[config.mk]
export PLATFORM = sky130hd
export DESIGN_NAME = xorshift_chained_pixel_cipher_core
export DESIGN_NICKNAME = d
export VERILOG_FILES = /design/src/rtl/xcpc_pkg.sv /design/src/rtl/xcpc_prng.sv /design/src/rtl/xcpc_lane.sv /design/src/rtl/xorshift_chained_pixel_cipher_core.sv
export SDC_FILE = /design/constraint.sdc
export NUM_CORES = 1
export LEC_CHECK = 0
export ABC_AREA = 1
export BUFFER_PORTS_ARGS = -buffer_cell sky130_fd_sc_hd__buf_4
export CAP_MARGIN = 30
export CORE_UTILIZATION = 25
export DETAILED_ROUTE_END_ITERATION = 10
export SLEW_MARGIN = 0
export SYNTH_ARGS = -nofsm -noshare
export SYNTH_HDL_FRONTEND = slang
export SYNTH_SLANG_ARGS = --single-unit
[constraint.sdc]
create_clock -name clk_i -period 2.8 [get_ports clk_i]
set_clock_uncertainty 0.2 [all_clocks]
set_input_delay 0.42 -clock clk_i [delete_from_list [all_inputs] [get_ports clk_i]]
set_output_delay 0.42 -clock clk_i [all_outputs]
set_load 0.05 [all_outputs]
[src/rtl/xcpc_pkg.sv]
`default_nettype none

package xcpc_pkg;

  localparam int unsigned GenWidth   = 32;
  localparam int unsigned ByteWidth  = 8;
  localparam int unsigned NumLanes   = 3;
  localparam int unsigned PixWidth   = NumLanes * ByteWidth;
  localparam int unsigned ShiftA     = 13;
  localparam int unsigned ShiftB     = 17;
  localparam int unsigned ShiftC     = 5;
  localparam int unsigned AddrWidth  = 4;
  localparam int unsigned DataWidth  = 32;
  localparam int unsigned IdxWidth   = 2;

  typedef enum logic [IdxWidth-1:0] {
    RegSeed  = 2'd0,
    RegStart = 2'd1,
    RegMode  = 2'd2
  } reg_idx_e;

  typedef struct packed {
    logic                 first_pixel;
    logic [ByteWidth-1:0] in_red;
    logic [ByteWidth-1:0] in_green;
    logic [ByteWidth-1:0] in_blue;
  } pix_in_t;

  typedef struct packed {
    logic [ByteWidth-1:0] out_red;
    logic [ByteWidth-1:0] out_green;
    logic [ByteWidth-1:0] out_blue;
  } pix_out_t;

  typedef struct packed {
    logic accept;
    logic first;
    logic decrypt;
  } lane_ctrl_t;

  function automatic logic [GenWidth-1:0] xs_advance(input logic [GenWidth-1:0] v);
    logic [GenWidth-1:0] a;
    logic [GenWidth-1:0] b;
    a = v ^ (v << ShiftA);
    b = a ^ (a >> ShiftB);
    return b ^ (b << ShiftC);
  endfunction

endpackage

`default_nettype wire

[src/rtl/xcpc_prng.sv]
`default_nettype none

module xcpc_prng (
  input  wire logic                             clk_i,
  input  wire logic                             rst_ni,
  input  wire logic                             accept_i,
  input  wire logic                             first_i,
  input  wire logic [xcpc_pkg::GenWidth-1:0]    seed_i,
  output logic      [xcpc_pkg::GenWidth-1:0]    keystream_o,
  output logic      [xcpc_pkg::GenWidth-1:0]    state_o
);

  logic [xcpc_pkg::GenWidth-1:0] gen_d;
  logic [xcpc_pkg::GenWidth-1:0] gen_q;

  always_comb begin
    gen_d = xcpc_pkg::xs_advance(first_i ? seed_i : gen_q);
  end

  always_ff @(posedge clk_i or negedge rst_ni) begin
    if (!rst_ni) begin
      gen_q <= '0;
    end else if (accept_i) begin
      gen_q <= gen_d;
    end
  end

  assign keystream_o = gen_d;
  assign state_o     = gen_q;

endmodule

`default_nettype wire

[src/rtl/xcpc_lane.sv]
`default_nettype none

module xcpc_lane (
  input  wire logic                              clk_i,
  input  wire logic                              rst_ni,
  input  wire xcpc_pkg::lane_ctrl_t              ctrl_i,
  input  wire logic [xcpc_pkg::ByteWidth-1:0]    start_i,
  input  wire logic [xcpc_pkg::ByteWidth-1:0]    key_i,
  input  wire logic [xcpc_pkg::ByteWidth-1:0]    data_i,
  output logic      [xcpc_pkg::ByteWidth-1:0]    data_o
);

  logic [xcpc_pkg::ByteWidth-1:0] chain_d;
  logic [xcpc_pkg::ByteWidth-1:0] chain_q;
  logic [xcpc_pkg::ByteWidth-1:0] chain_cur;

  always_comb begin
    chain_cur = ctrl_i.first ? start_i : chain_q;
    data_o    = data_i ^ chain_cur ^ key_i;
    chain_d   = ctrl_i.decrypt ? data_i : data_o;
  end

  always_ff @(posedge clk_i or negedge rst_ni) begin
    if (!rst_ni) begin
      chain_q <= '0;
    end else if (ctrl_i.accept) begin
      chain_q <= chain_d;
    end
  end

endmodule

`default_nettype wire

[src/rtl/xorshift_chained_pixel_cipher_core.sv]
`default_nettype none

// Pixel cipher with a 32-bit xorshift (13,17,5) keystream and ciphertext
// chaining. Each transfer on the input carries one RGB pixel; three byte lanes
// XOR it with the chain and the low three keystream bytes, and the result is
// queued in a two-entry output buffer. One pixel is taken every clock cycle
// while the buffer has room; results are registered in the buffer.
// Set first_pixel on the first pixel of an image to reload the generator from
// prng_seed and the chain from start_value. Registers (APB, byte address):
// 0x0 prng_seed, 0x4 start_value, 0x8 decrypt_mode; write them only while idle.
module xorshift_chained_pixel_cipher_core (
  input  wire logic                               clk_i,
  input  wire logic                               rst_ni,
  input  wire logic                               in_valid_i,
  output logic                                    in_ready_o,
  input  wire xcpc_pkg::pix_in_t                  in_pixel_i,
  output logic                                    out_valid_o,
  input  wire logic                               out_ready_i,
  output xcpc_pkg::pix_out_t                      out_pixel_o,
  input  wire logic                               psel,
  input  wire logic                               penable,
  input  wire logic                               pwrite,
  input  wire logic [xcpc_pkg::AddrWidth-1:0]     paddr,
  input  wire logic [xcpc_pkg::DataWidth-1:0]     pwdata,
  output logic      [xcpc_pkg::DataWidth-1:0]     prdata,
  output logic                                    pready
);

  localparam int unsigned BW = xcpc_pkg::ByteWidth;

  logic [xcpc_pkg::GenWidth-1:0] seed_q;
  logic [xcpc_pkg::PixWidth-1:0] start_q;
  logic                          mode_q;
  logic                          cfg_wr;
  xcpc_pkg::reg_idx_e            reg_idx;

  assign pready  = 1'b1;
  assign cfg_wr  = psel && penable && pwrite;
  assign reg_idx = xcpc_pkg::reg_idx_e'(paddr[xcpc_pkg::AddrWidth-1:2]);

  always_ff @(posedge clk_i or negedge rst_ni) begin
    if (!rst_ni) begin
      seed_q  <= '0;
      start_q <= '0;
      mode_q  <= 1'b0;
    end else if (cfg_wr) begin
      unique case (reg_idx)
        xcpc_pkg::RegSeed:  seed_q  <= pwdata;
        xcpc_pkg::RegStart: start_q <= pwdata[xcpc_pkg::PixWidth-1:0];
        xcpc_pkg::RegMode:  mode_q  <= pwdata[0];
        default: ;
      endcase
    end
  end

  always_comb begin
    unique case (reg_idx)
      xcpc_pkg::RegSeed:  prdata = seed_q;
      xcpc_pkg::RegStart: prdata = {{(xcpc_pkg::DataWidth-xcpc_pkg::PixWidth){1'b0}}, start_q};
      xcpc_pkg::RegMode:  prdata = {{(xcpc_pkg::DataWidth-1){1'b0}}, mode_q};
      default:            prdata = '0;
    endcase
  end

  logic                          in_acc;
  logic                          out_acc;
  xcpc_pkg::lane_ctrl_t          lane_ctrl;
  logic [xcpc_pkg::GenWidth-1:0] keystream;
  logic [xcpc_pkg::GenWidth-1:0] gen_state;
  logic [xcpc_pkg::PixWidth-1:0] pix_in;
  logic [xcpc_pkg::PixWidth-1:0] pix_out;

  assign in_acc  = in_valid_i && in_ready_o;
  assign out_acc = out_valid_o && out_ready_i;
  assign pix_in  = {in_pixel_i.in_red, in_pixel_i.in_green, in_pixel_i.in_blue};

  assign lane_ctrl.accept  = in_acc;
  assign lane_ctrl.first   = in_pixel_i.first_pixel;
  assign lane_ctrl.decrypt = mode_q;

  xcpc_prng u_prng (
    .clk_i       (clk_i),
    .rst_ni      (rst_ni),
    .accept_i    (in_acc),
    .first_i     (in_pixel_i.first_pixel),
    .seed_i      (seed_q),
    .keystream_o (keystream),
    .state_o     (gen_state)
  );

  for (genvar l = 0; l < xcpc_pkg::NumLanes; l++) begin : g_lane
    xcpc_lane u_lane (
      .clk_i   (clk_i),
      .rst_ni  (rst_ni),
      .ctrl_i  (lane_ctrl),
      .start_i (start_q[l*BW +: BW]),
      .key_i   (keystream[l*BW +: BW]),
      .data_i  (pix_in[l*BW +: BW]),
      .data_o  (pix_out[l*BW +: BW])
    );
  end

  xcpc_pkg::pix_out_t merged;
  assign merged.out_red   = pix_out[2*BW +: BW];
  assign merged.out_green = pix_out[BW +: BW];
  assign merged.out_blue  = pix_out[0 +: BW];

  xcpc_pkg::pix_out_t buf_q [2];
  logic               wr_ptr_q;
  logic               rd_ptr_q;
  logic [1:0]         count_d;
  logic [1:0]         count_q;

  always_comb begin
    count_d = count_q;
    if (in_acc && !out_acc) begin
      count_d = count_q + 2'd1;
    end else if (!in_acc && out_acc) begin
      count_d = count_q - 2'd1;
    end
  end

  always_ff @(posedge clk_i or negedge rst_ni) begin
    if (!rst_ni) begin
      wr_ptr_q <= 1'b0;
      rd_ptr_q <= 1'b0;
      count_q  <= '0;
    end else begin
      count_q <= count_d;
      if (in_acc) begin
        wr_ptr_q <= ~wr_ptr_q;
      end
      if (out_acc) begin
        rd_ptr_q <= ~rd_ptr_q;
      end
    end
  end

  always_ff @(posedge clk_i) begin
    if (in_acc) begin
      buf_q[wr_ptr_q] <= merged;
    end
  end

  assign in_ready_o  = (count_q != 2'd2);
  assign out_valid_o = (count_q != 2'd0);
  assign out_pixel_o = buf_q[rd_ptr_q];

  a_count_range: assert property (@(posedge clk_i) disable iff (!rst_ni)
    count_q != 2'd3)
    else $error("Output buffer count out of range.");

  a_count_grow: assert property (@(posedge clk_i) disable iff (!rst_ni)
    (in_acc && !out_acc) |=> (count_q == $past(count_q) + 2'd1))
    else $error("Output buffer did not grow on an input transfer.");

  a_reseed: assert property (@(posedge clk_i) disable iff (!rst_ni)
    (in_acc && in_pixel_i.first_pixel) |=>
      (gen_state == xcpc_pkg::xs_advance($past(seed_q))))
    else $error("Generator not reloaded from the seed on a first pixel.");

  a_out_drop: assert property (@(posedge clk_i) disable iff (!rst_ni)
    $fell(out_valid_o) |-> $past(out_ready_i))
    else $error("Result dropped without an output transfer.");

endmodule

`default_nettype wire

==> impl_metrics.yaml, run 1 <==
floorplanning:
  fp.dieW_um: 195
  die_h_um: 195
  initial_core_util_pct: 25.5
  coreArea_mm2: 0.0367
  num_io_pins: 127
  core.rowCount: 70
  die_area_mm2: 0.0382
synthesis:
  syn_area_per_cell_um2: 7.29
  synth_warnings: 0
  synth.cell_area_mm2: 0.00935
  syn-num-nets: 1351
  synth_area_leaders: "dfrtp_1 31%, nand2_1 24%, edfxtp_1 15%"
  synth_sequential_area_ratio_pct: 46.7
  netlist_instances: 1282
  yosysTopAreaCell: "dfrtp_1"
  yosysUniqueCellTypes: 34
  synth_top_area_share_pct: 31.3
  ys_seq_elements: 165
clock_tree:
  cts.sinks: 165
  clockRootBuffer: "clkbuf_16"
  cts-htree-levels: 4
  hold_buffers: 1
  cts_resized: 0
  numCtsBuffers: 17
  cts_tree: "built"
  clk_path_buf_depth: 2
  clk_latency_ps: 440
  clk_pin_slew_ps: 70
  post_cts_buffers: 0
placement:
  dp_cells: 1842
  port_buffers: 123
  placedInstanceArea_mm2: 0.0108
  dp_hpwl_um: 22600
  place_congestion: 0.884
outcome:
  outcome: "complete, no violations"
routing:
  met1_length_um: 14600
  firstDrtPassIters: 6
  routed-via-count: 8550
  wl_um: 29500
  route.met2.wl_um: 12900
  avgViaCountPerCell: 4.56
  drc_errors: 0
  drt_iter0_markers: 698
  ant_nets: 0
  dr.max_layer_used: "met4"
  wl_met3_um: 1850
  wl_per_cell_um: 15.8
pwr:
  p_per_area_mw_per_mm2: 1090
  internal_power_mw: 6.69
  pwr-share-comb_pct: 48.6
  ir_drop_mv: 0.374
  p_sw_mw: 5.81
  seq_power_share_pct: 32.0
  swShare_pct: 46.5
  power_frac_clock_pct: 19.4
  leakage_nw: 5.83
  totalPowerFinal_mw: 12.5
global_route:
  gr-total-overflow: 0
  grt_max_degree: 45
  grt.total_usage_pct: 15.8
  antenna_found_initial: 0
  grt_pass1_wl_um: 45900
  grt_pass1_vias: 7941
finish:
  syn_to_final_growth_pct: 22.1
  num_antenna_cells: 0
  drive_above_1_share_pct: 16.1
  final_area_mm2: 0.0114
  final_cell_mix: "586 x nand2_1, 138 x buf_4, 117 x dfrtp_1"
  nets: 1463
  fin_cells: 1875
  layout_commonest_cell: "nand2_1"
critical_path:
  critPathLaunchType: "flop"
  crit_fanout: 25
  required_ps: 2180
  end_kind: "output port"
  path_class: "flop to output port"
  crit_arrival_ps: 1920
  rrSetupSlack_ps: 700
sta:
  rsz0062_at_grt: "false"
  fin_crit_ps: 2540
  finalHoldViolations: 0
  slew_headroom_pct: 45.6
  finalMaxSlewViolations: 0
  setup_viol: 0
  tightest_slew_ps: 816
  fmax_ghz: 0.394
  finalSetupTns_ps: 0
  post-route-period-util_pct: 90.6
worst_hold_path:
  hold_path_class: "input port to flop"
job:
  cap_violations: 0
## area by class of cell
type / instances / area (um2)
Clock buffer: 18 / 429
Clock inverter: 14 / 166
Fill cell: 3877 / 25300
Inverter: 113 / 429
Multi-Input combinational cell: 953 / 4290
Sequential cell: 165 / 4370
Tap cell: 468 / 586
Timing Repair Buffer: 144 / 1150
## worst max-delay path, stage by stage (launching register included)
cell and delay (ps):
dfrtp_1 350, clkinv_1 590, nand2_1 220, nand2_1 120
buf_4 210
## logic make-up (layout without fill, tap and decap cells)
| logic type | after synthesis | in the layout | synth area share [%] |
|---|---|---|---|
| other | 1 | 1 | 0.0401 |
| XOR/XNOR | 46 | 46 | 4.63 |
| AO/OA/AOI/OAI | 156 | 156 | 9.10 |
| flip-flops | 165 | 165 | 46.7 |
| buffers and inverters | 164 | 289 | 7.45 |
| AND/OR/NAND/NOR | 749 | 749 | 31.9 |
| adder cells (fa/ha/maj) | 1 | 1 | 0.134 |
## path summary, 6_finish.rpt
path	start	to	cells past startpoint
setup reg to reg	count_q[0]$_DFFE_PN0P_	count_q[1]$_DFFE_PN0P_	8
hold / removal	pwdata[24]	seed_q[24]$_DFFE_PN0P_	3
setup / recovery	rd_ptr_q$_DFFE_PN0P_	out_pixel_o[23]	4
max in group asynchronous	rst_ni	seed_q[2]$_DFFE_PN0P_	3
hold reg to reg	count_q[0]$_DFFE_PN0P_	count_q[0]$_DFFE_PN0P_	1
min in group asynchronous	rst_ni	start_q[7]$_DFFE_PN0P_	2
## power groups by stage
stage / combinational (mW) / sequential (mW) / clock, mW
after detailed placement: 6.08 / 4.04 / 0
after floorplan: 4.30 / 3.91 / 0
after CTS: 6.10 / 4.00 / 2.48
after global routing: 6.74 / 4.11 / 2.57
after global placement: 5.96 / 4.00 / 0
final: 6.07 / 4.01 / 2.42
## per-stage QoR
step	hold WS [ps]	worst slack, ps	util [%]
2_1_floorplan	-75.6	103	-
3_3_place_gp	243	369	29.5
6_report	37.4	264	31.1
3_5_place_dp	251	322	29.5
4_1_cts	21.7	155	31.1
5_1_grt	29.7	13.4	31.1
## registers in the layout (all words and copies together) (netlist names)
register	flops
mode_q	1
count_q	2
buf_q	48
g_lane.u_lane.chain_q	24
rd_ptr_q	1
wr_ptr_q	1
u_prng.state_o	32
seed_q	32
start_q	24
## synthesized netlist by cell type (all sizes together)
library cell    n
nand2         609
dfrtp         117
inv           112
o21ai         106
nand3          70
nor2           62
edfxtp         48
a21oi          33
clkbuf         31
xor2           30
buf            20
xnor2          16
a31oi          13
nand3b          5
and2            2
o22ai           2
a22o            1
and3            1
clkinv          1
conb            1
ha              1
o211ai          1
## per-layer routing
layer / global-route usage (%) / vias up
li1: - / 4256
met1: 23.6 / 4019
met2: 23.5 / 256
met3: 3.09 / 19
met4: 3.00 / 0
met5: 0 / -
Note: power is estimated with default switching activity, not from simulation.
==> run 2: changes to the inputs <==
ABC_AREA = default   (was 1)
GPL_ROUTABILITY_DRIVEN = 0   (was default)
TNS_END_PERCENT = 50   (was default)
==> run 2 against run 1 <==
  * Synthesized cell count decreased by 39%
  * Critical path type is now flop to flop
  * Via count decreased by 29%
  * Clock power about the same
  * Critical path depth increased by 2
==> impl_metrics.yaml, run 2 <==
outcome:
  outcome: "complete, no violations"
clock_tree:
  clk_path_buf_depth: 2
  cts-htree-levels: 4
  clk_latency_ps: 430
  numCtsBuffers: 17
  cts.sinks: 165
  clk_pin_slew_ps: 70
  cts_tree: "built"
  clockRootBuffer: "clkbuf_16"
  cts_resized: 0
floorplanning:
  coreArea_mm2: 0.0359
  die_h_um: 194
  initial_core_util_pct: 25.6
  fp.dieW_um: 194
  core.rowCount: 69
  num_io_pins: 127
  die_area_mm2: 0.0376
sta:
  post-route-period-util_pct: 90.7
  fin_ws_ps: 261
  slew_headroom_pct: 53.0
  finalHoldViolations: 0
  setup_viol: 0
  fin_hold_ws_ps: 26.4
  finalMaxSlewViolations: 0
  fmax_ghz: 0.394
  finalSetupTns_ps: 0
  fin_crit_ps: 2540
  rsz0062_at_grt: "false"
  tightest_slew_ps: 704
critical_path:
  path_class: "flop to flop"
  r2r_end: "g_lane[1].u_lane.chain_q[6]$_DFFE_PN0P_"
  rrSetupSlack_ps: 260
  reg2reg_from: "seed_q[18]$_DFFE_PN0P_"
  ff2ff_path_depth: 6
  required_ps: 2960
  crit_arrival_ps: 2700
  critPathLaunchType: "flop"
  crit_fanout: 4
  end_kind: "flop"
synthesis:
  yosys.area_share.simple_pct: 7.94
  synth_sequential_area_ratio_pct: 47.5
  yosysUniqueCellTypes: 51
  yosysMostFrequentCell: "dfrtp_1"
  yosysTopAreaCell: "dfrtp_1"
  netlist_instances: 776
  synth_common_cells: "117 x dfrtp_1, 88 x nand2_1, 83 x mux2_2"
  synthMuxAreaShare_pct: 18.4
  synth_top_area_share_pct: 31.8
  syn_area_per_cell_um2: 11.9
  ys_seq_elements: 165
  synth_top_family_by_area: "XOR/XNOR gates"
  synth.cell_area_mm2: 0.00920
  async_flop_share_pct: 70.9
  synth_area_leaders: "dfrtp_1 32%, edfxtp_1 16%, mux2_2 10%"
  synth_ff_type: "dfrtp_1"
  synth_xor_area_share_pct: 18.6
  synth_edf_count: 48
  synth_fa_ha_area_share_pct: 0.136
  syn-num-nets: 845
  synth-compound-area-share_pct: 5.03
  synth_warnings: 0
routing:
  wl_um: 24700
  ant_nets: 0
  wl_per_cell_um: 18.0
  avgViaCountPerCell: 4.40
  drt_iter0_markers: 290
  routed-via-count: 6043
  drc_errors: 0
  firstDrtPassIters: 5
finish:
  top_register: "buf_q"
  num-fill-cells: 3662
  nets: 969
  layout_commonest_cell: "buf_4"
  syn_to_final_growth_pct: 23.3
  fin_cells: 1374
  num_antenna_cells: 0
  largest_reg_flops: 48
  final_area_mm2: 0.0113
  drive_above_1_share_pct: 32.1
  final_cell_mix: "145 x buf_4, 117 x dfrtp_1, 87 x nand2_1"
  seq_area_mm2: 0.00437
  final_util_pct: 31.6
  multiInputGateArea_mm2: 0.00463
worst_hold_path:
  hold_end: "seed_q[29]$_DFFE_PN0P_"
  min_from: "pwdata[29]"
  hold_path_class: "input port to flop"
  hold-path-cell-count: 2
placement:
  port_buffers: 123
  placedInstanceArea_mm2: 0.0107
  dp_cells: 1341
  dp_hpwl_um: 18600
  dp_slack_ps: 122
global_route:
  antenna_found_initial: 0
  gr-total-overflow: 0
  grt.total_usage_pct: 13.6
  grt_pass1_vias: 6265
  grt_pass1_wl_um: 38600
  grt_max_degree: 51
job:
  cap_violations: 0
pwr:
  leakage_nw: 4.93
  p_per_area_mw_per_mm2: 1390
  totalPowerFinal_mw: 15.8
  ir_drop_mv: 0.458
## run 2: cell count changes after synthesis, moves of 19 or more
cell     previous run  this run
xor2_1             27        63
nand2_2            21         0
inv_1             100         3
nand3_1            70        11
nand2_1           588        88
mux2i_1             0        64
mux2_2              0        83
o21ai_0            89        34
xnor2_1            15        68
a21oi_1            33        14
## run 2: worst max path at each step
stage	depth (start not counted)	startpoint	to
floorplan	10	count_q[0]$_DFFE_PN0P_	count_q[1]$_DFFE_PN0P_
global placement	8	in_pixel_i[24]	g_lane[1].u_lane.chain_q[6]$_DFFE_PN0P_
detailed placement	8	in_pixel_i[24]	g_lane[1].u_lane.chain_q[2]$_DFFE_PN0P_
CTS	6	seed_q[9]$_DFFE_PN0P_	g_lane[1].u_lane.chain_q[2]$_DFFE_PN0P_
global route	6	seed_q[9]$_DFFE_PN0P_	g_lane[1].u_lane.chain_q[2]$_DFFE_PN0P_
finish	6	seed_q[18]$_DFFE_PN0P_	g_lane[1].u_lane.chain_q[6]$_DFFE_PN0P_
## run 2: repair_timing
item,4_1_cts,5_1_grt
setup endpoints to repair,0,0
buffers inserted,0,0
endpoints found under the hold margin,35,0
hold buffers,1,0
## run 2: final cells by class
| type | count | area share, % |
|---|---|---|
| multi-input cells | 562 | 40.8 |
| flip-flops and latches | 165 | 38.5 |
| repair buffers | 149 | 10.2 |
| well taps | 461 | 5.08 |
| clock buffers | 17 | 3.75 |
| clock inverters | 15 | 1.46 |
| inverters | 5 | 0.165 |
## run 2: cells by family after synthesis
kind of cell	Yosys count
compound gates	77
other cells	1
xor+xnor	158
flops	165
buf+inv	49
mux	154
simple gates	171
fa+ha+maj	1
## run 2: worst max-delay path, stage by stage, from the launching register on
cell	delay (ps)
dfrtp_1	430
xnor2_1	320
mux2i_1	220
xnor2_2	370
xnor3_1	520
mux2_1	330
nand3_1	80
## run 2: report_power, final
group / total, mW / leakage (nW) / switching [mW] / internal, mW
registers: 4.64 / 1.87 / 0.756 / 3.89
clock network: 2.40 / 0.280 / 1.06 / 1.34
logic: 8.72 / 2.78 / 4.97 / 3.75
## run 2: routing by layer
metal  track usage [%]  part of all wire (%)
met3              2.63                   4.7
met2              18.9                    40
met5                 0                     0
met1              21.3                    54
met4              2.94                  0.70
==> run 3: changes to the inputs <==
SETUP_SLACK_MARGIN = 0.4   (was default)
==> run 3 against run 2 <==
  * Sequential share of layout area shrank 0.44 points
  * Clock power barely moved
  * First-iteration DRC count is 21% higher
  * Fmax is 5.8% higher
  * Critical path depth unchanged
  * Core utilization rose by 0.37 points
  * Count of clock-buffer cells in the layout is 1 higher
  * Die area is the same
  * Global-route usage decreased by 0.18 points
  * Critical endpoint unchanged
  * Largest cell class unchanged
==> impl_metrics.yaml, run 3 (same netlist as run 2, synthesis figures left out) <==
pwr:
  totalPowerFinal_mw: 16.0
  p_per_area_mw_per_mm2: 1390
  leakage_nw: 4.98
  ir_drop_mv: 0.512
global_route:
  antenna_found_initial: 1
  grt.total_usage_pct: 13.4
  grt_pass1_vias: 6139
  gr-total-overflow: 0
  grt_max_degree: 51
  grt_pass1_wl_um: 38100
sta:
  post-route-period-util_pct: 85.7
  tightest_slew_ps: 641
  fin_ws_ps: 402
  rsz0062_at_grt: "true"
  slew_headroom_pct: 57.2
  setup_viol: 0
  finalSetupTns_ps: 0
  finalMaxSlewViolations: 0
  finalHoldViolations: 0
  fin_hold_ws_ps: 22.4
  fmax_ghz: 0.417
  fin_crit_ps: 2400
critical_path:
  end_kind: "flop"
  crit_fanout: 4
  critPathLaunchType: "flop"
  crit_arrival_ps: 2570
  path_class: "flop to flop"
  required_ps: 2970
finish:
  num-fill-cells: 3653
  top_register: "buf_q"
  drive_above_1_share_pct: 33.8
  final_cell_mix: "149 x buf_4, 117 x dfrtp_1, 87 x nand2_1"
  layout_commonest_cell: "buf_4"
  largest_reg_flops: 48
  nets: 974
  syn_to_final_growth_pct: 24.8
  num_antenna_cells: 0
  final_area_mm2: 0.0115
routing:
  drc_errors: 0
  routed-via-count: 6130
  avgViaCountPerCell: 4.45
  wl_per_cell_um: 18.1
  drt_iter0_markers: 352
  wl_um: 24900
  ant_nets: 0
  firstDrtPassIters: 4
clock_tree:
  clk_latency_ps: 430
  cts-htree-levels: 4
  clk_pin_slew_ps: 70
  numCtsBuffers: 17
  clk_path_buf_depth: 2
  clockRootBuffer: "clkbuf_16"
  cts.sinks: 165
  cts_tree: "built"
outcome:
  outcome: "complete, no violations"
placement:
  dp_slack_ps: 133
  placedInstanceArea_mm2: 0.0108
  dp_hpwl_um: 18600
  port_buffers: 123
floorplanning:
  die_h_um: 194
  core.rowCount: 69
  die_area_mm2: 0.0376
  initial_core_util_pct: 25.6
  coreArea_mm2: 0.0359
  num_io_pins: 127
  fp.dieW_um: 194
worst_hold_path:
  hold_path_class: "input port to flop"
job:
  cap_violations: 0
## run 3: path summary, 6_finish.rpt
check                                                             start                                 endpoint  slack [ps]  depth (start not counted)
worst max-delay path                             seed_q[18]$_DFFE_PN0P_  g_lane[1].u_lane.chain_q[6]$_DFFE_PN0P_         400                          6
worst min-delay path                                         pwdata[24]                   seed_q[24]$_DFFE_PN0P_          20                          2
worst max register to register                   seed_q[18]$_DFFE_PN0P_  g_lane[1].u_lane.chain_q[6]$_DFFE_PN0P_         400                          6
worst min register to register  g_lane[2].u_lane.chain_q[7]$_DFFE_PN0P_  g_lane[2].u_lane.chain_q[7]$_DFFE_PN0P_         290                          2
max in group asynchronous                                        rst_ni  g_lane[0].u_lane.chain_q[5]$_DFFE_PN0P_        1370                          3
min in group asynchronous                                        rst_ni                   seed_q[15]$_DFFE_PN0P_         310                          2
## run 3: worst max-delay path, cell delays in order (launching register included)
cell and delay, ps:
dfrtp_1 450, xnor2_1 330, mux2i_1 210, xnor2_2 240, xnor3_1 500, mux2_1 330, nand3_1 80
## run 3: area by class of cell
class                           instances  area (um2)  share of cell area, %
Clock buffer                           18         439                   3.83
Clock inverter                         14         159                   1.38
Timing Repair Buffer                  154        1200                   10.5
Sequential cell                       165        4370                   38.1
Tap cell                              461         577                   5.03
Inverter                                5        18.8                  0.164
Multi-Input combinational cell        562        4710                   41.1
## run 3: repair_timing
action,CTS,global route
endpoints found under the setup margin,27,20
resized for setup,3,10
cloned,0,0
buffers inserted,3,1
hold buffers,1,0
endpoints found under the hold margin,35,0
pin swaps,2,2
## run 3: routing by layer
metal  part of all wire (%)  up-vias  global-route usage (%)
met4                    1.0        2                    3.26
met5                  0.052        -                       0
met2                     41      153                    18.6
met3                    4.4       17                    2.50
met1                     54     3038                    21.0
li1                       -     2920                       -
## run 3: where the power goes
group / switching (mW) / internal (mW)
sequential: 0.804 / 3.89
clock: 1.06 / 1.36
combinational: 5.00 / 3.89
total: 6.86 / 9.14
## run 3: stage by stage
stage	util, %	cells
2_1_floorplan	-	776
3_3_place_gp	30.0	1342
3_5_place_dp	30.0	1342
4_1_cts	31.8	1378
5_1_grt	32.0	1379
6_report	32.0	1379
